==> src/design/bfso_pkg.sv <==
// Package for the breadth-first order block: field widths, register map,
// reset values and the type passed from the bit picker. No dependencies.
`default_nettype none

package bfso_pkg;

    localparam int NODE_W      = 5;
    localparam int ROW_W       = 32;
    localparam int CNT_W       = 6;
    localparam int ADDR_W      = 3;
    localparam int DATA_W      = 32;
    localparam int MAX_NODES_D = 32;

    localparam logic [CNT_W-1:0] NODE_COUNT_RST = 6'd32;

    localparam logic REG_NODE_COUNT = 1'b0;

    localparam logic MODE_LOAD   = 1'b0;
    localparam logic MODE_SEARCH = 1'b1;

    typedef struct packed {
        logic              found;
        logic [NODE_W-1:0] index;
    } t_pick;

endpackage

`default_nettype wire

==> src/design/bfs_order_adjacency_matrix.sv <==
// Top level of the breadth-first order block: APB register, adjacency and
// queue memories, and the walk sequencer. Depends on bfso_pkg and bfso_pick.
//
// Channel   Direction  Handshake               Payload
// request   in         start && !busy          i_mode, i_row_index, i_row_bits, i_start_node
// result    out        o_strobe (one cycle)    o_node, o_last
// config    in         psel/penable/pwrite     paddr, pwdata, prdata
//
// A row load gives no result. A search passes through S_DEQ, S_ROW and S_SCAN
// for each reached node and repeats S_SCAN for each node it adds to the queue;
// the pace is set by the registered reads of the queue and
// adjacency memories and the single bit picker. Busy falls in the cycle that
// shows the last result. Reset is synchronous and clears the control
// state and the node count to 32; the memories are not cleared. The receiver
// cannot stall the walk.
`default_nettype none

module bfs_order_adjacency_matrix
    import bfso_pkg::*;
#(
    parameter int MAX_NODES = MAX_NODES_D
) (
    input  wire logic              i_clk,
    input  wire logic              i_rst_n,
    input  wire logic              start,
    output logic                   busy,
    input  wire logic              i_mode,
    input  wire logic [NODE_W-1:0] i_row_index,
    input  wire logic [ROW_W-1:0]  i_row_bits,
    input  wire logic [NODE_W-1:0] i_start_node,
    output logic                   o_strobe,
    output logic [NODE_W-1:0]      o_node,
    output logic                   o_last,
    input  wire logic              psel,
    input  wire logic              penable,
    input  wire logic              pwrite,
    input  wire logic [ADDR_W-1:0] paddr,
    input  wire logic [DATA_W-1:0] pwdata,
    output logic [DATA_W-1:0]      prdata,
    output logic                   pready
);

    localparam int AW  = (MAX_NODES > 1) ? $clog2(MAX_NODES) : 1;
    localparam int LIM = (MAX_NODES < ROW_W) ? MAX_NODES : ROW_W;
    localparam logic [CNT_W-1:0] LIM_C = CNT_W'(LIM);
    localparam logic [NODE_W+1:0] DEPTH_C = (NODE_W + 2)'(MAX_NODES);

    typedef enum logic [1:0] {S_IDLE, S_DEQ, S_ROW, S_SCAN} t_state;

    t_state            r_state;
    logic [CNT_W-1:0]  r_node_count;
    logic [ROW_W-1:0]  r_mask;
    logic [ROW_W-1:0]  r_visited;
    logic [CNT_W-1:0]  r_head;
    logic [CNT_W-1:0]  r_tail;
    logic [NODE_W-1:0] r_cur;
    logic [NODE_W-1:0] r_q_rd;
    logic [ROW_W-1:0]  r_adj_rd;
    logic              r_strobe;
    logic [NODE_W-1:0] r_node;
    logic              r_last;

    logic [ROW_W-1:0]  r_adj [MAX_NODES];
    logic [NODE_W-1:0] r_queue [ROW_W];

    logic              accept;
    logic              cfg_wr;
    logic [CNT_W-1:0]  n_eff;
    logic [ROW_W-1:0]  mask_eff;
    logic              start_ok;
    logic              row_ok;
    logic [NODE_W+AW-1:0] wr_ext;
    logic [NODE_W+AW-1:0] rd_ext;
    logic [AW-1:0]     adj_wr_addr;
    logic [AW-1:0]     adj_rd_addr;
    logic [ROW_W-1:0]  cand;
    t_pick             pick;

    assign accept = start && !busy;
    assign cfg_wr = psel && penable && pwrite && pready;
    assign pready = 1'b1;
    assign prdata = (paddr[2] == REG_NODE_COUNT)
                    ? {{(DATA_W - CNT_W){1'b0}}, r_node_count} : '0;

    always_comb begin
        if (r_node_count == '0) begin
            n_eff = CNT_W'(1);
        end else if (r_node_count > LIM_C) begin
            n_eff = LIM_C;
        end else begin
            n_eff = r_node_count;
        end
        for (int j = 0; j < ROW_W; j++) begin
            mask_eff[j] = (CNT_W'(j) < n_eff);
        end
    end

    assign start_ok    = ({1'b0, i_start_node} < n_eff);
    assign row_ok      = ({2'b00, i_row_index} < DEPTH_C);
    assign wr_ext      = {{AW{1'b0}}, i_row_index};
    assign rd_ext      = {{AW{1'b0}}, r_q_rd};
    assign adj_wr_addr = wr_ext[AW-1:0];
    assign adj_rd_addr = rd_ext[AW-1:0];
    assign cand        = r_adj_rd & r_mask & ~r_visited;

    bfso_pick u_pick (
        .i_cand (cand),
        .o_pick (pick)
    );

    always_ff @(posedge i_clk) begin
        if (accept && i_mode == MODE_LOAD && row_ok) begin
            r_adj[adj_wr_addr] <= i_row_bits;
        end
        if (r_state == S_ROW) begin
            r_adj_rd <= r_adj[adj_rd_addr];
        end
    end

    always_ff @(posedge i_clk) begin
        if (accept && i_mode == MODE_SEARCH) begin
            r_queue[0] <= i_start_node;
        end else if (r_state == S_SCAN && pick.found) begin
            r_queue[r_tail[NODE_W-1:0]] <= pick.index;
        end
        if (r_state == S_DEQ) begin
            r_q_rd <= r_queue[r_head[NODE_W-1:0]];
        end
    end

    always_ff @(posedge i_clk) begin
        if (!i_rst_n) begin
            r_node_count <= NODE_COUNT_RST;
        end else if (cfg_wr && paddr[2] == REG_NODE_COUNT) begin
            r_node_count <= pwdata[CNT_W-1:0];
        end
    end

    always_ff @(posedge i_clk) begin
        if (!i_rst_n) begin
            r_state   <= S_IDLE;
            r_visited <= '0;
            r_head    <= '0;
            r_tail    <= '0;
            r_strobe  <= 1'b0;
            r_last    <= 1'b0;
            r_node    <= '0;
            r_cur     <= '0;
            r_mask    <= '0;
        end else begin
            r_strobe <= 1'b0;
            case (r_state)
                S_IDLE: begin
                    if (accept && i_mode == MODE_SEARCH && start_ok) begin
                        r_mask    <= mask_eff;
                        r_visited <= ROW_W'(1) << i_start_node;
                        r_head    <= '0;
                        r_tail    <= CNT_W'(1);
                        r_state   <= S_DEQ;
                    end
                end
                S_DEQ: begin
                    r_head  <= r_head + CNT_W'(1);
                    r_state <= S_ROW;
                end
                S_ROW: begin
                    r_cur   <= r_q_rd;
                    r_state <= S_SCAN;
                end
                S_SCAN: begin
                    if (pick.found) begin
                        r_visited[pick.index] <= 1'b1;
                        r_tail                <= r_tail + CNT_W'(1);
                    end else begin
                        r_strobe <= 1'b1;
                        r_node   <= r_cur;
                        r_last   <= (r_head == r_tail);
                        r_state  <= (r_head == r_tail) ? S_IDLE : S_DEQ;
                    end
                end
                default: begin
                    r_state <= S_IDLE;
                end
            endcase
        end
    end

    assign busy     = (r_state != S_IDLE);
    assign o_strobe = r_strobe;
    assign o_node   = r_node;
    assign o_last   = r_last;

    a_last_ends: assert property (@(posedge i_clk) disable iff (!i_rst_n)
        o_strobe && o_last |-> !busy)
        else $error("last result shown while the walk is still running");

    a_head_le_tail: assert property (@(posedge i_clk) disable iff (!i_rst_n)
        busy |-> (r_head <= r_tail) && (r_tail <= CNT_W'(ROW_W)))
        else $error("queue pointers out of order");

    a_bad_start: assert property (@(posedge i_clk) disable iff (!i_rst_n)
        accept && i_mode == MODE_SEARCH && !start_ok |=> !busy && !o_strobe)
        else $error("out of range start node began a walk");

    a_strobe_busy: assert property (@(posedge i_clk) disable iff (!i_rst_n)
        o_strobe |-> $past(busy))
        else $error("result shown without a running walk");

endmodule

`default_nettype wire

==> src/design/bfso_pick.sv <==
// Lowest set bit picker shared by every neighbor step of the walk.
// Depends on bfso_pkg.
`default_nettype none

module bfso_pick
    import bfso_pkg::*;
(
    input  wire logic [ROW_W-1:0] i_cand,
    output t_pick                 o_pick
);

    always_comb begin
        o_pick.found = |i_cand;
        o_pick.index = '0;
        for (int j = ROW_W - 1; j >= 0; j--) begin
            if (i_cand[j]) begin
                o_pick.index = NODE_W'(j);
            end
        end
    end

endmodule

`default_nettype wire
==> config.mk <==
export PLATFORM = sky130hd
export DESIGN_NAME = bfs_order_adjacency_matrix
export DESIGN_NICKNAME = d
export VERILOG_FILES = /design/src/design/bfso_pkg.sv /design/src/design/bfs_order_adjacency_matrix.sv /design/src/design/bfso_pick.sv
export SDC_FILE = /design/constraint.sdc
export NUM_CORES = 1
export LEC_CHECK = 0
export BUFFER_PORTS_ARGS = -buffer_cell sky130_fd_sc_hd__buf_4
export CAP_MARGIN = 10
export CORE_MARGIN = 2
export CORE_UTILIZATION = 25
export CTS_CLUSTER_SIZE = 28
export DETAILED_ROUTE_END_ITERATION = 7
export PLACE_DENSITY_LB_ADDON = 0.08
export SLEW_MARGIN = 25
export SYNTH_ARGS = -nofsm -noshare
export SYNTH_HDL_FRONTEND = slang
export SYNTH_SLANG_ARGS = --single-unit
==> constraint.sdc <==
create_clock -name i_clk -period 3 [get_ports i_clk]
set_input_delay 0 -clock i_clk [delete_from_list [all_inputs] [get_ports i_clk]]
set_output_delay 0 -clock i_clk [all_outputs]
set_load 0.02 [all_outputs]
Yosys cells after proc, flatten, opt, wreduce, memory -nomap -nowiden

Memories as Yosys holds them, arrays and structs flattened. A register that Yosys moved wholly into a read port is not among the register bits.
Cells that the tools add are included.
Widths: inputs -> output; s select.

Flip-flop bits (word level): 96
Memory bits (writable): 1184
Bits of input ports: 84
Output and inout bits: 41
Word-level logic and storage cells: 148
Memories: 2

$add $sub $neg: 2
Magnitude comparators: 36
Equality and inequality tests: 7
Shift operators: 1
Muxes and demuxes: 60
Bitwise operators: 7
Reduce and logical (&&, ||, !) cells: 23

Memory list:

| name    | depth | width | read ports | clocked after Yosys merged registers in | wr ports | line                             | text |
|---|---|---|---|---|---|---|---|
| r_adj   | 32    | 32    | 1          | 1                                       | 1        | bfs_order_adjacency_matrix.sv:63 | `logic [ROW_W-1:0] r_adj [MAX_NODES];` |
| r_queue | 32    | 5     | 1          | 1                                       | 1        | bfs_order_adjacency_matrix.sv:64 | `logic [NODE_W-1:0] r_queue [ROW_W];` |

Operators with widths:

| kind                 | number |
|---|---|
| $mux 5               | 34 |
| $lt 5x6->1 const A   | 16 |
| $and 32x32->32       | 2 |
| $mux 32              | 2 |
| $pmux 32 s2          | 1 |
| $lt 4x6->1 const A   | 8 |
| $mux 6               | 6 |
| $not 32->32          | 1 |
| $or 32x32->32        | 1 |
| $reduce_or 32->1     | 1 |
| $shl 1x5->32 const A | 1 |
| $lt 3x6->1 const A   | 4 |
| $pmux 6 s2           | 2 |
| $add 6x1->6 const B  | 2 |
| $lt 1x6->1 const A   | 2 |
| $lt 2x6->1 const A   | 2 |
| $mux 1               | 11 |
| $reduce_and 2->1     | 5 |
| $logic_and 1x1->1    | 9 |
| $pmux 2 s4           | 1 |
| $eq 6x6->1           | 1 |
| $gt 6x6->1 const B   | 1 |
| $logic_not 6->1      | 1 |
| $lt 5x6->1           | 1 |
| other kinds (13)     | 21 |

Longest topological paths before layout

Gate-level depths: netlist (run 1).

Depth after elaboration: 41
Gate-level depth with buffers: 14
Gate-level depth less buffers: 11

Cells and area by module

From an unflattened synthesis (run 1), not the netlist that was laid out.

Cells, all modules: 2695
Area total of the unflattened synthesis: 52253.9 um^2

By module, submodules not included:

| module                     | instances | cells an instance | area each (um^2) | sequential area each (um^2) |
|---|---|---|---|---|
| bfs_order_adjacency_matrix | 1         | 2630              | 51868.5          | 38587.0 |
| bfso_pick                  | 1         | 65                | 385.4            | 0.0 |

Worst setup path before layout (run 1)

Ideal clock, no wire load.

Path kind: register to register
From: register r_visited[1]
To: memory r_queue[0][2] (data pin)
Library setup time: 467 ps
Data arrival time: 2740 ps
Data required time: 2533 ps
Slack: -207 ps
Stages on the path, launching flop included: 8
Buffers on the path: 1
Clock period less this slack: 3207 ps
Cells stage by stage: dfxtp_1 nand3b_1 nand4_1 nor4_4 nand3_1 nand3_1 clkbuf_1 o31ai_1

Cells in the longest elaborated chain, start to end: 9
Elaborated cells between the ends (all ways): 11
Classes of those cells: mux (6); bitwise (2); reduce/logical (3)

Ends and longest elaborated chain:

| what                         | line                              | text |
|---|---|---|
| from (decl)                  | bfs_order_adjacency_matrix.sv:53  | `logic [ROW_W-1:0] r_visited;` |
| from (signal assigned)       | bfs_order_adjacency_matrix.sv:156 | `r_visited <= ROW_W'(1) << i_start_node;` |
| $not 32->32 (*)              | bfs_order_adjacency_matrix.sv:104 | `assign cand = r_adj_rd & r_mask & ~r_visited;` |
| $and 32x32->32 (*)           | bfs_order_adjacency_matrix.sv:104 |  |
| $reduce_or 32->1             | bfso_pick.sv:13                   | `o_pick.found = \|i_cand;` |
| $logic_and 1x1->1            | bfs_order_adjacency_matrix.sv:123 | `end else if (r_state == S_SCAN && pick.found) begin` |
| $mux 1                       | bfs_order_adjacency_matrix.sv:123 |  |
| $mux 1                       | bfs_order_adjacency_matrix.sv:121 | `if (accept && i_mode == MODE_SEARCH) begin` |
| $mux 1 (not written as such) | bfs_order_adjacency_matrix.sv:124 | `r_queue[r_tail[NODE_W-1:0]] <= pick.index;` |
| $reduce_or 5->1 (no line)    | n/a                               |  |
| $mux 5 (no line) (*)         | n/a                               |  |
| to (decl)                    | bfs_order_adjacency_matrix.sv:64  |  |

Every way passes the cells marked *; elsewhere a longest branch is shown, timed or not.

Final worst setup path (run 1)

From: register r_node_count[1]
To: register r_visited[20]

Cells in the longest elaborated chain, start to end: 7
Elaborated cells between the ends (all ways): 8
Classes of those cells: order compare (2); eq/ne (1); mux (2); reduce/logical (3)

Ends and longest elaborated chain:

| what                           | line                              | text |
|---|---|---|
| from (decl)                    | bfs_order_adjacency_matrix.sv:51  | `logic [CNT_W-1:0] r_node_count;` |
| from (signal assigned)         | bfs_order_adjacency_matrix.sv:135 | `r_node_count <= pwdata[CNT_W-1:0];` |
| $gt 6x6->1                     | bfs_order_adjacency_matrix.sv:88  | `end else if (r_node_count > LIM_C) begin` |
| $mux 6                         | bfs_order_adjacency_matrix.sv:88  |  |
| $mux 6 (*)                     | bfs_order_adjacency_matrix.sv:86  | `if (r_node_count == '0) begin` |
| $lt 5x6->1 (*)                 | bfs_order_adjacency_matrix.sv:98  | `assign start_ok = ({1'b0, i_start_node} < n_eff);` |
| $logic_and 1x1->1 (*)          | bfs_order_adjacency_matrix.sv:154 | `if (accept && i_mode == MODE_SEARCH && start_ok) begin` |
| $ne 2x2->1 (no line) (*)       | n/a                               |  |
| $reduce_and 3->1 (no line) (*) | n/a                               |  |

Marks and branches as above.
A chain may end at the register's enable or synchronous reset.

==> results.tsv, run 1 <==
stage	metric	value	unit
clocking	cts_buffer_depth	3	
synthesis	postSynthCellCount	2526	
hold_path	whs_path_depth	5	
power_and_ir_drop	p_seq_frac	0.442	
placed_design	hpwl	95970	µm
floorplanning	die-area	211100	µm²
synthesis	synth_edf_count	1221	
sta	tns	0	ns
hold_path	min_path_type	in -> reg	
routing	wl	157300	µm
sta	finalCritPeriodShare	0.9888	
placed_design	io_buffers	69	
synthesis	ys_seq_elements	1317	
setup_path	timing.rr.end	r_visited[20]$_SDFFE_PN0P_	
setup_path	worstPathArrival	3.66	ns
routing	wl_per_cell	27.29	µm
sta	relSlewSlack	0.4302	
routing	drtIter0Drc	2001	
synthesis	yosysTopAreaCellShare	0.7071	
power_and_ir_drop	p_total	47.09	mW
synthesis	ys_seq_area_frac	0.7442	
sta	skew	0.04319	ns
clocking	cts-buffers-inserted	156	
setup_path	reg2reg_slack	0.03	ns
synthesis	async_reset_ff_frac	0	
routing	ant_nets	0	
floorplanning	rows	167	
sta	fin_crit	2.966	ns
synthesis	synth_most_common_cell	edfxtp_1	
layout	fillCellCount	19860	
power_and_ir_drop	powerDensity	733.1	nW/µm²
power_and_ir_drop	clkPwrFrac	0.396	
setup_path	cp_max_fo	19	
setup_path	cp.required	3.69	ns
floorplanning	start_util	0.2509	
global_routing	grt_max_degree	40	
clocking	cts_tree	built	
sta	finalHoldViolations	0	
setup_path	crit_path_start_kind	flip-flop	
sta	setup_viol	0	
synthesis	synthTopCellsByArea	edfxtp_1, mux4_2, dfxtp_1	
sta	max_freq	337.1	MHz
synthesis	ys_types	69	
clocking	htree_levels	4	
power_and_ir_drop	p_int	34.83	mW
setup_path	path_class	reg -> reg	
floorplanning	core_area	206700	µm²
routing	drc_errors	0	
routing	firstDrtPassIters	5	
clocking	cts.sinks	1317	
synthesis	synth.avg_cell_area	20.53	µm²
floorplanning	die_w	459.4	µm
setup_path	setup.worst_path.end_class	flip-flop	
global_routing	grt.overflow.total	0	
setup_path	rr_worst_depth	10	
layout	nNetsFinal	3026	
routing	vias_per_cell	4.596	
global_routing	antenna_found_initial	11	
sta	worstMarginPinSlew	0.8535	ns
synthesis	synth_top_cells_by_count	edfxtp_1, mux4_2, nor2_1	
global_routing	grt_pass1_wl	221600	µm
hold_path	holdCritStartpoint	i_row_index[0]	
layout	area_growth	23.88	%
synthesis	synth_flop_cell	edfxtp_1	
power_and_ir_drop	p_leak	20.14	nW
setup_path	r2r-start	r_node_count[1]$_SDFFE_PN0P_	
synthesis	yosys.area.top_type	edfxtp_1	
hold_path	whs_endpoint	r_adj[4][3]$_DFFE_PP_	
job	max_cap_viol_count	0	
sta	slew_viol_final	0	
floorplanning	io_pins	125	
power_and_ir_drop	sw_frac_of_total	0.2604	
placed_design	place.gp.congestion	0.8161	
global_routing	grt_use_total	0.1488	
power_and_ir_drop	comb_power_share	0.162	
global_routing	grt_pass1_vias	28260	
floorplanning	fp.dieH	459.4	µm
power_and_ir_drop	ir_drop	577.4	µV
layout	drive_gt1_frac	0.3358	
power_and_ir_drop	p_sw	12.26	mW
clocking	clk_latency	0.81	ns
routing	via_count	26490	
clocking	clk_pin_slew	0.06	ns
synthesis	yosys_warnings	0	
run_status	status	finished, final reports clean	
synthesis	netlist_area	51850	µm²
clocking	cts-root-buf	clkbuf_16	
[worst max-delay path: stages (launching register included)]
cell	delay, ns
dfxtp_1	0.31
buf_4	0.15
or4_4	0.56
a311oi_4	0.35
o211ai_1	0.26
or3_4	0.45
buf_8	0.17
buf_6	0.16
o31ai_1	0.25
nand2_1	0.11
o31ai_2	0.09
[stage by stage]
stage | setup slack, ns | hold slack, ns | util | area [µm²] | cells
after detailed placement | -0.3365 | 0.2433 | 0.2820 | 58280 | 5396
after floorplan | -0.1142 | 0.07494 | - | 51950 | 2551
after global routing | -0.04248 | 0.07394 | 0.3108 | 64220 | 5759
after global placement | -0.1982 | 0.2442 | 0.2820 | 58280 | 5396
after CTS | -0.04165 | 0.06305 | 0.3099 | 64040 | 5748
final | 0.03358 | 0.1262 | 0.3108 | 64230 | 5764
[logic make-up after synthesis]
group,synth area share
and+or+nand+nor,0.03837
buffers and inverters,0.01549
muxes,0.1722
DFF,0.7442
adders and majority gates,0.002654
AOI/OAI and AO/OA,0.02456
other,0.0001448
xor gates and xnor gates,0.002365
[metal layers]
layer  part of all wire  GRT usage  vias up  wire length [µm]
li1                   -          -    11310                 -
met1               0.46     0.2055    14440             72460
met2               0.48     0.2455      543             76270
met3              0.037    0.02431      192              5777
met4              0.017    0.03289        8              2743
met5            0.00034          0        -                54
[worst max-delay path by stage]
stage,endpoint,startpoint,slack (ns),depth (start not counted)
3_5_place_dp,r_queue[7][2]$_DFFE_PP_,r_adj_rd[25]$_DFFE_PN_,-0.34,11
3_3_place_gp,r_queue[7][2]$_DFFE_PP_,r_adj_rd[25]$_DFFE_PN_,-0.20,11
2_1_floorplan,r_queue[0][1]$_DFFE_PP_,r_visited[1]$_SDFFE_PN0P_,-0.11,7
4_1_cts,r_queue[0][4]$_DFFE_PP_,r_adj_rd[24]$_DFFE_PN_,-0.04,11
6_report,r_visited[20]$_SDFFE_PN0P_,r_node_count[1]$_SDFFE_PN0P_,0.03,10
5_1_grt,r_visited[20]$_SDFFE_PN0P_,r_node_count[1]$_SDFFE_PN0P_,-0.04,10
[power by group through the flow]
stage,Clock [mW],Sequential (mW),Combinational [mW]
3_3_place_gp,0,21.2,7.62
2_1_floorplan,0,21.0,4.49
3_5_place_dp,0,21.2,7.66
5_1_grt,20.0,20.8,8.22
4_1_cts,19.3,20.8,7.78
6_report,18.7,20.8,7.64
[cell type report]
class | instances | area [µm²] | area share
antenna | 5 | 12.51 | 0.0001948
clock buffer | 186 | 4016 | 0.06253
clock inverter | 96 | 1015 | 0.01580
inverter | 14 | 56.30 | 0.0008766
multi-input combinational | 1055 | 12930 | 0.2014
sequential | 1317 | 38590 | 0.6008
tap | 2704 | 3383 | 0.05267
timing repair buffer | 387 | 4223 | 0.06574
[registers in the layout (all words and copies together), names as in the netlist]
register / flops
r_state: 2
adj_rd_addr: 5
o_last: 1
o_strobe: 1
r_queue: 160
r_tail: 6
r_adj: 1024
r_cur: 5
r_node_count: 6
r_mask: 32
o_node: 5
r_visited: 32
r_adj_rd: 32
r_head: 6
[what timing repair did]
action	in CTS	in global routing
hold endpoints to repair	1268	0
hold buffers	70	0
setup endpoints to repair	224	289
pin swaps	0	5
gates resized for setup	5	25
gates cloned	0	1
buffers inserted	0	10
[cells in the final DEF (no fill, tap or decap), types with 13 or more instances in the layout]
cell,count
buf_4,222
nand2_1,59
o21ai_0,21
clkinv_2,23
clkinv_1,33
clkbuf_16,156
conb_1,27
nor2_1,142
buf_12,90
mux2i_1,17
mux4_2,370
o221ai_1,16
nand3b_1,41
nor2_4,34
a21oi_1,44
clkbuf_1,30
nand3_1,23
edfxtp_1,1221
dlygate4sd3_1,70
dfxtp_1,92
bufinv_16,14
mux2_2,38
a211oi_1,13
nor3_1,18
No activity file was read; power rests on OpenSTA's default activity.
==> run 2: changes to the inputs <==
CTS_BUF_LIST = sky130_fd_sc_hd__clkbuf_8   (was default)
==> results.tsv, run 2 (synthesis gave the netlist of run 1 again) <==
stage	metric	value	unit
run_status	status	finished, final reports clean	
sta	fin_crit	2.882	ns
routing	wl_per_cell	26.87	µm
setup_path	worstPathArrival	3.74	ns
sta	setup_slack	0.1175	ns
floorplanning	fp.dieH	459.4	µm
routing	wl	159600	µm
setup_path	rr_worst_depth	11	
global_routing	antenna_found_initial	14	
global_routing	grt_max_degree	40	
setup_path	setup.worst_path.end_class	flip-flop	
floorplanning	core_area	206700	µm²
sta	worstMarginPinSlew	0.9345	ns
setup_path	cpMostUsedCell	buf_4	
sta	relSlewSlack	0.3749	
clocking	cts-root-buf	clkbuf_8	
setup_path	cp_max_fo	19	
power_and_ir_drop	ir_drop	410.5	µV
routing	vias_per_cell	4.555	
power_and_ir_drop	powerDensity	687.1	nW/µm²
setup_path	path_cells	buf_4 -> or4_4 -> a311oi_4 -> o211ai_1 -> buf_4 -> or3_1 -> buf_6 -> buf_4 -> o31ai_1 -> nand2_1 -> o31ai_2	
setup_path	reg2reg_slack	0.12	ns
hold_path	holdCritStartpoint	i_row_bits[28]	
hold_path	min_path_type	in -> reg	
clocking	cts.sinks	1317	
setup_path	timing.rr.end	r_visited[20]$_SDFFE_PN0P_	
routing	ant_nets	0	
sta	finalCritPeriodShare	0.9608	
sta	skew	0.05521	ns
layout	postLayoutCoreUtil	0.3079	
routing	drc_errors	0	
setup_path	crit_family	simple AND/OR/NAND/NOR gates	
layout	area_growth	22.72	%
layout	drive_gt1_frac	0.3404	
sta	holdWs	0.1305	ns
clocking	htree_levels	4	
setup_path	crit_path_start_kind	flip-flop	
setup_path	max_stage_delay	0.55	ns
layout	largest_reg_flops	1024	
layout	layout_commonest_cell	edfxtp_1	
placed_design	io_buffers	69	
routing	via_count	27060	
layout	nNetsFinal	3138	
sta	slew_viol_final	0	
floorplanning	die_w	459.4	µm
sta	setup_viol	0	
global_routing	grt_use_total	0.1508	
routing	firstDrtPassIters	5	
hold_path	whs_endpoint	r_adj[20][28]$_DFFE_PP_	
power_and_ir_drop	p_leak	20.30	nW
placed_design	place.gp.congestion	0.8161	
setup_path	path_class	reg -> reg	
setup_path	cp_num_cells	11	
routing	drtIter0Drc	1982	
sta	tns	0	ns
floorplanning	rows	167	
sta	max_freq	346.9	MHz
power_and_ir_drop	p_total	43.73	mW
global_routing	grt_pass1_wl	225400	µm
clocking	cts_buffer_depth	3	
floorplanning	start_util	0.2509	
placed_design	hpwl	95970	µm
setup_path	slowest_stage	or4_4	
layout	most-common-layout-cells	edfxtp_1, mux4_2, clkbuf_8	
global_routing	grt_pass1_vias	29090	
placed_design	dp_slack	-0.3365	ns
clocking	clk_pin_slew	0.06	ns
setup_path	cp.required	3.86	ns
job	max_cap_viol_count	0	
clocking	cts-buffers-inserted	231	
floorplanning	io_pins	125	
setup_path	worst-path-buf-inv	4	
hold_path	whs_path_depth	2	
floorplanning	die-area	211100	µm²
setup_path	r2r-start	r_node_count[1]$_SDFFE_PN0P_	
layout	top_register	r_adj	
layout	top_regs	r_adj (1024), r_queue (160)	
sta	finalHoldViolations	0	
layout	fillCellCount	20000	
clocking	clk_latency	0.96	ns
global_routing	grt.overflow.total	0	
clocking	cts_tree	built	
[run 2: worst max path at each step]
| stage | startpoint | to | slack [ns] |
|---|---|---|---|
| after floorplan | r_visited[1]$_SDFFE_PN0P_ | r_queue[0][1]$_DFFE_PP_ | -0.11 |
| after global placement | r_adj_rd[25]$_DFFE_PN_ | r_queue[7][2]$_DFFE_PP_ | -0.20 |
| after detailed placement | r_adj_rd[25]$_DFFE_PN_ | r_queue[7][2]$_DFFE_PP_ | -0.34 |
| after CTS | r_adj_rd[25]$_DFFE_PN_ | r_queue[16][1]$_DFFE_PP_ | 0.008 |
| after global routing | r_node_count[5]$_SDFFE_PN1P_ | r_visited[27]$_SDFFE_PN0P_ | -0.005 |
| final | r_node_count[1]$_SDFFE_PN0P_ | r_visited[20]$_SDFFE_PN0P_ | 0.12 |
[run 2: final cells by class]
type,count,area [µm²],share of cell area
diodes,3,7.507,0.0001180
clock buffers,233,3207,0.05039
clock inverters,191,974.7,0.01532
inverters,14,56.30,0.0008848
multi-input cells,1055,12920,0.2031
flip-flops and latches,1317,38590,0.6064
well taps,2704,3383,0.05317
repair buffers,424,4496,0.07065
[run 2: routing by layer]
| metal | vias to the layer above | wire (µm) | global-route usage |
|---|---|---|---|
| met5 | - | 54 | 0 |
| met4 | 8 | 2940 | 0.03558 |
| met3 | 240 | 5722 | 0.02687 |
| met2 | 581 | 76990 | 0.2480 |
| met1 | 14670 | 73900 | 0.2066 |
| li1 | 11560 | - | - |
[run 2: worst reg2reg max path, stage by stage, from the launching register on]
cell	delay [ns]
dfxtp_1	0.31
buf_4	0.15
or4_4	0.56
a311oi_4	0.36
o211ai_1	0.12
buf_4	0.16
or3_1	0.32
buf_6	0.18
buf_4	0.21
o31ai_1	0.24
nand2_1	0.11
o31ai_2	0.08
[run 2: through the flow]
| step | cell area [µm²] | cells |
|---|---|---|
| floorplan | 51950 | 2551 |
| global placement | 58280 | 5396 |
| detailed placement | 58280 | 5396 |
| CTS | 63620 | 5932 |
| global route | 63630 | 5940 |
| finish | 63630 | 5941 |
[run 2: what timing repair did]
| action | 4_1_cts | 5_1_grt |
|---|---|---|
| resized for setup | 7 | 18 |
| pin swaps | 1 | 4 |
| setup buffers | 0 | 6 |
| hold endpoints to repair | 2314 | 0 |
| endpoints found under the setup margin | 224 | 173 |
| hold buffers | 112 | 0 |
[run 2: power by group]
group          total [mW]  internal (mW)  leakage [nW]  switching (mW)
Clock                15.3           7.53          2.44            7.72
Combinational        7.67           3.47          6.10            4.20
Sequential           20.8           20.5          11.8           0.285
Total                43.7           31.5          20.3            12.2
==> run 3: changes to the inputs <==
CORE_MARGIN = default   (was 2)
==> results.tsv, run 3 (synthesis gave the netlist of run 1 again) <==
stage	metric	value	unit
floorplanning	core_area	205400	µm²
routing	firstDrtPassIters	5	
power_and_ir_drop	p_leak	20.19	nW
floorplanning	start_util	0.2524	
placed_design	place_area	58110	µm²
layout	top_regs	r_adj (1024), r_queue (160)	
floorplanning	die-area	209200	µm²
placed_design	io_buffers	69	
clocking	clk_pin_slew	0.06	ns
global_routing	antenna_found_initial	17	
layout	top_register	r_adj	
sta	rsz0062_at_grt	false	
sta	setup_viol	0	
power_and_ir_drop	powerDensity	694.8	nW/µm²
run_status	status	finished, final reports clean	
floorplanning	fp.dieH	457.4	µm
layout	nNetsFinal	3104	
floorplanning	io_pins	125	
floorplanning	die_w	457.4	µm
layout	fillCellCount	19800	
routing	ant_nets	0	
clocking	clk_latency	0.97	ns
clocking	cts_buffer_depth	3	
hold_path	min_path_type	in -> reg	
job	max_cap_viol_count	0	
routing	via_count	26850	
layout	design_area	63500	µm²
routing	drc_errors	0	
clocking	cts.sinks	1317	
global_routing	grt_use_total	0.1526	
clocking	cts-buffers-inserted	231	
sta	skew	0.07167	ns
global_routing	grt_max_degree	45	
clocking	htree_levels	4	
global_routing	grtUsageMet3	0.02960	
routing	vias_per_cell	4.553	
placed_design	hpwl	96340	µm
setup_path	crit_path_start_kind	flip-flop	
setup_path	timing.rr.end	r_adj[3][8]$_DFFE_PP_	
sta	finalHoldViolations	0	
setup_path	path_class	reg -> reg	
layout	area_growth	22.47	%
global_routing	use_met2	0.2525	
placed_design	place.gp.congestion	0.8065	
layout	layout_commonest_cell	edfxtp_1	
global_routing	grt_pass1_wl	222900	µm
hold_path	whs_endpoint	r_adj[30][31]$_DFFE_PP_	
sta	finalCritPeriodShare	0.9729	
clocking	cts_tree	built	
setup_path	cp.required	3.58	ns
hold_path	whs_path_depth	2	
sta	worstMarginPinSlew	0.9966	ns
sta	relSlewSlack	0.3334	
routing	wl	159700	µm
layout	drive_gt1_frac	0.3347	
global_routing	use_met1	0.2039	
setup_path	reg2reg_slack	0.08	ns
global_routing	grt.overflow.total	0	
power_and_ir_drop	ir_drop	437.4	µV
setup_path	worstPathArrival	3.50	ns
floorplanning	rows	166	
setup_path	setup.worst_path.end_class	flip-flop	
layout	most-common-layout-cells	edfxtp_1, mux4_2, clkbuf_8	
sta	fin_crit	2.919	ns
sta	max_freq	342.6	MHz
power_and_ir_drop	p_total	44.12	mW
sta	slew_viol_final	0	
hold_path	holdCritStartpoint	i_row_bits[31]	
setup_path	r2r-start	r_state[1]$_SDFFE_PN0P_	
routing	drtIter0Drc	2190	
layout	postLayoutCoreUtil	0.3091	
clocking	cts-root-buf	clkbuf_8	
layout	largest_reg_flops	1024	
setup_path	cp_max_fo	21	
setup_path	rr_worst_depth	10	
routing	wl_per_cell	27.08	µm
global_routing	grt_pass1_vias	28820	
global_routing	busiest_layer	met2	
## run 3: cell types whose count changed in the layout (fill, tap and decap cells not counted), moves of 3 or more
cell	previous run	this run
buf_4	219	190
inv_1	89	75
bufinv_16	3	10
dlygate4sd3_1	88	82
clkinv_1	71	76
clkinv_2	26	30
buf_12	91	94
inv_6	1	4
nor3_2	3	0
## run 3: timing repair
| item | in CTS | in global routing |
|---|---|---|
| gates resized for setup | 1 | 6 |
| pin swaps | 0 | 2 |
| setup buffers | 0 | 3 |
| gates cloned | 0 | 1 |
| hold buffers | 106 | 0 |
| endpoints found under the hold margin | 2310 | 0 |
| setup endpoints to repair | 21 | 78 |
## run 3: report_power, final
part | switching (mW) | internal [mW] | total [mW]
registers | 0.226 | 20.5 | 20.7
logic | 4.14 | 3.42 | 7.56
clock network | 7.69 | 8.12 | 15.8
total | 12.1 | 32.1 | 44.1
## run 3: how the worst max path moves through the flow
| stage | endpoint | start |
|---|---|---|
| floorplan | r_queue[0][1]$_DFFE_PP_ | r_visited[1]$_SDFFE_PN0P_ |
| global placement | r_queue[14][0]$_DFFE_PP_ | r_adj_rd[18]$_DFFE_PN_ |
| detailed placement | r_queue[4][0]$_DFFE_PP_ | r_adj_rd[18]$_DFFE_PN_ |
| CTS | r_queue[26][1]$_DFFE_PP_ | r_adj_rd[30]$_DFFE_PN_ |
| global route | r_adj[3][8]$_DFFE_PP_ | r_state[0]$_SDFFE_PN0P_ |
| finish | r_adj[3][8]$_DFFE_PP_ | r_state[1]$_SDFFE_PN0P_ |
## run 3: stage by stage
stage	hold WS, ns	setup TNS [ns]	cells	setup slack, ns
CTS	0.00006262	0	5888	0.01634
finish	0.1239	0	5896	0.08118
floorplan	0.07494	-38.15	2551	-0.1142
detailed placement	0.2453	-1.188	5355	-0.03773
global route	0.04120	0	5895	0.01553
global placement	0.2437	-0.3752	5355	-0.01266
## run 3: final cells by class
cell class                      instances  area (µm²)  share of cell area
Sequential cell                      1317       38590              0.6077
Clock buffer                          233        3207             0.05050
Tap cell                             2688        3363             0.05296
Clock inverter                        194        1147             0.01807
Timing Repair Buffer                  390        4275             0.06733
Multi-Input combinational cell       1055       12850              0.2024
Inverter                               14       52.55           0.0008275
Antenna cell                            5       12.51           0.0001970
## run 3: per-layer routing
| metal | wire (µm) | vias up |
|---|---|---|
| met3 | 6885 | 232 |
| li1 | - | 11500 |
| met5 | 22 | - |
| met1 | 71590 | 14450 |
| met2 | 77860 | 659 |
| met4 | 3329 | 4 |
## run 3: worst max-delay path, stage by stage, from the launching register on
cell           delay, ns
dfxtp_1             0.35
inv_1               0.13
ha_1                0.29
nand3b_1            0.11
buf_4               0.20
inv_1               0.07
nand3_1             0.07
dlygate4sd3_1       0.56
buf_4               0.22
nor2_4              0.20
buf_12              0.28
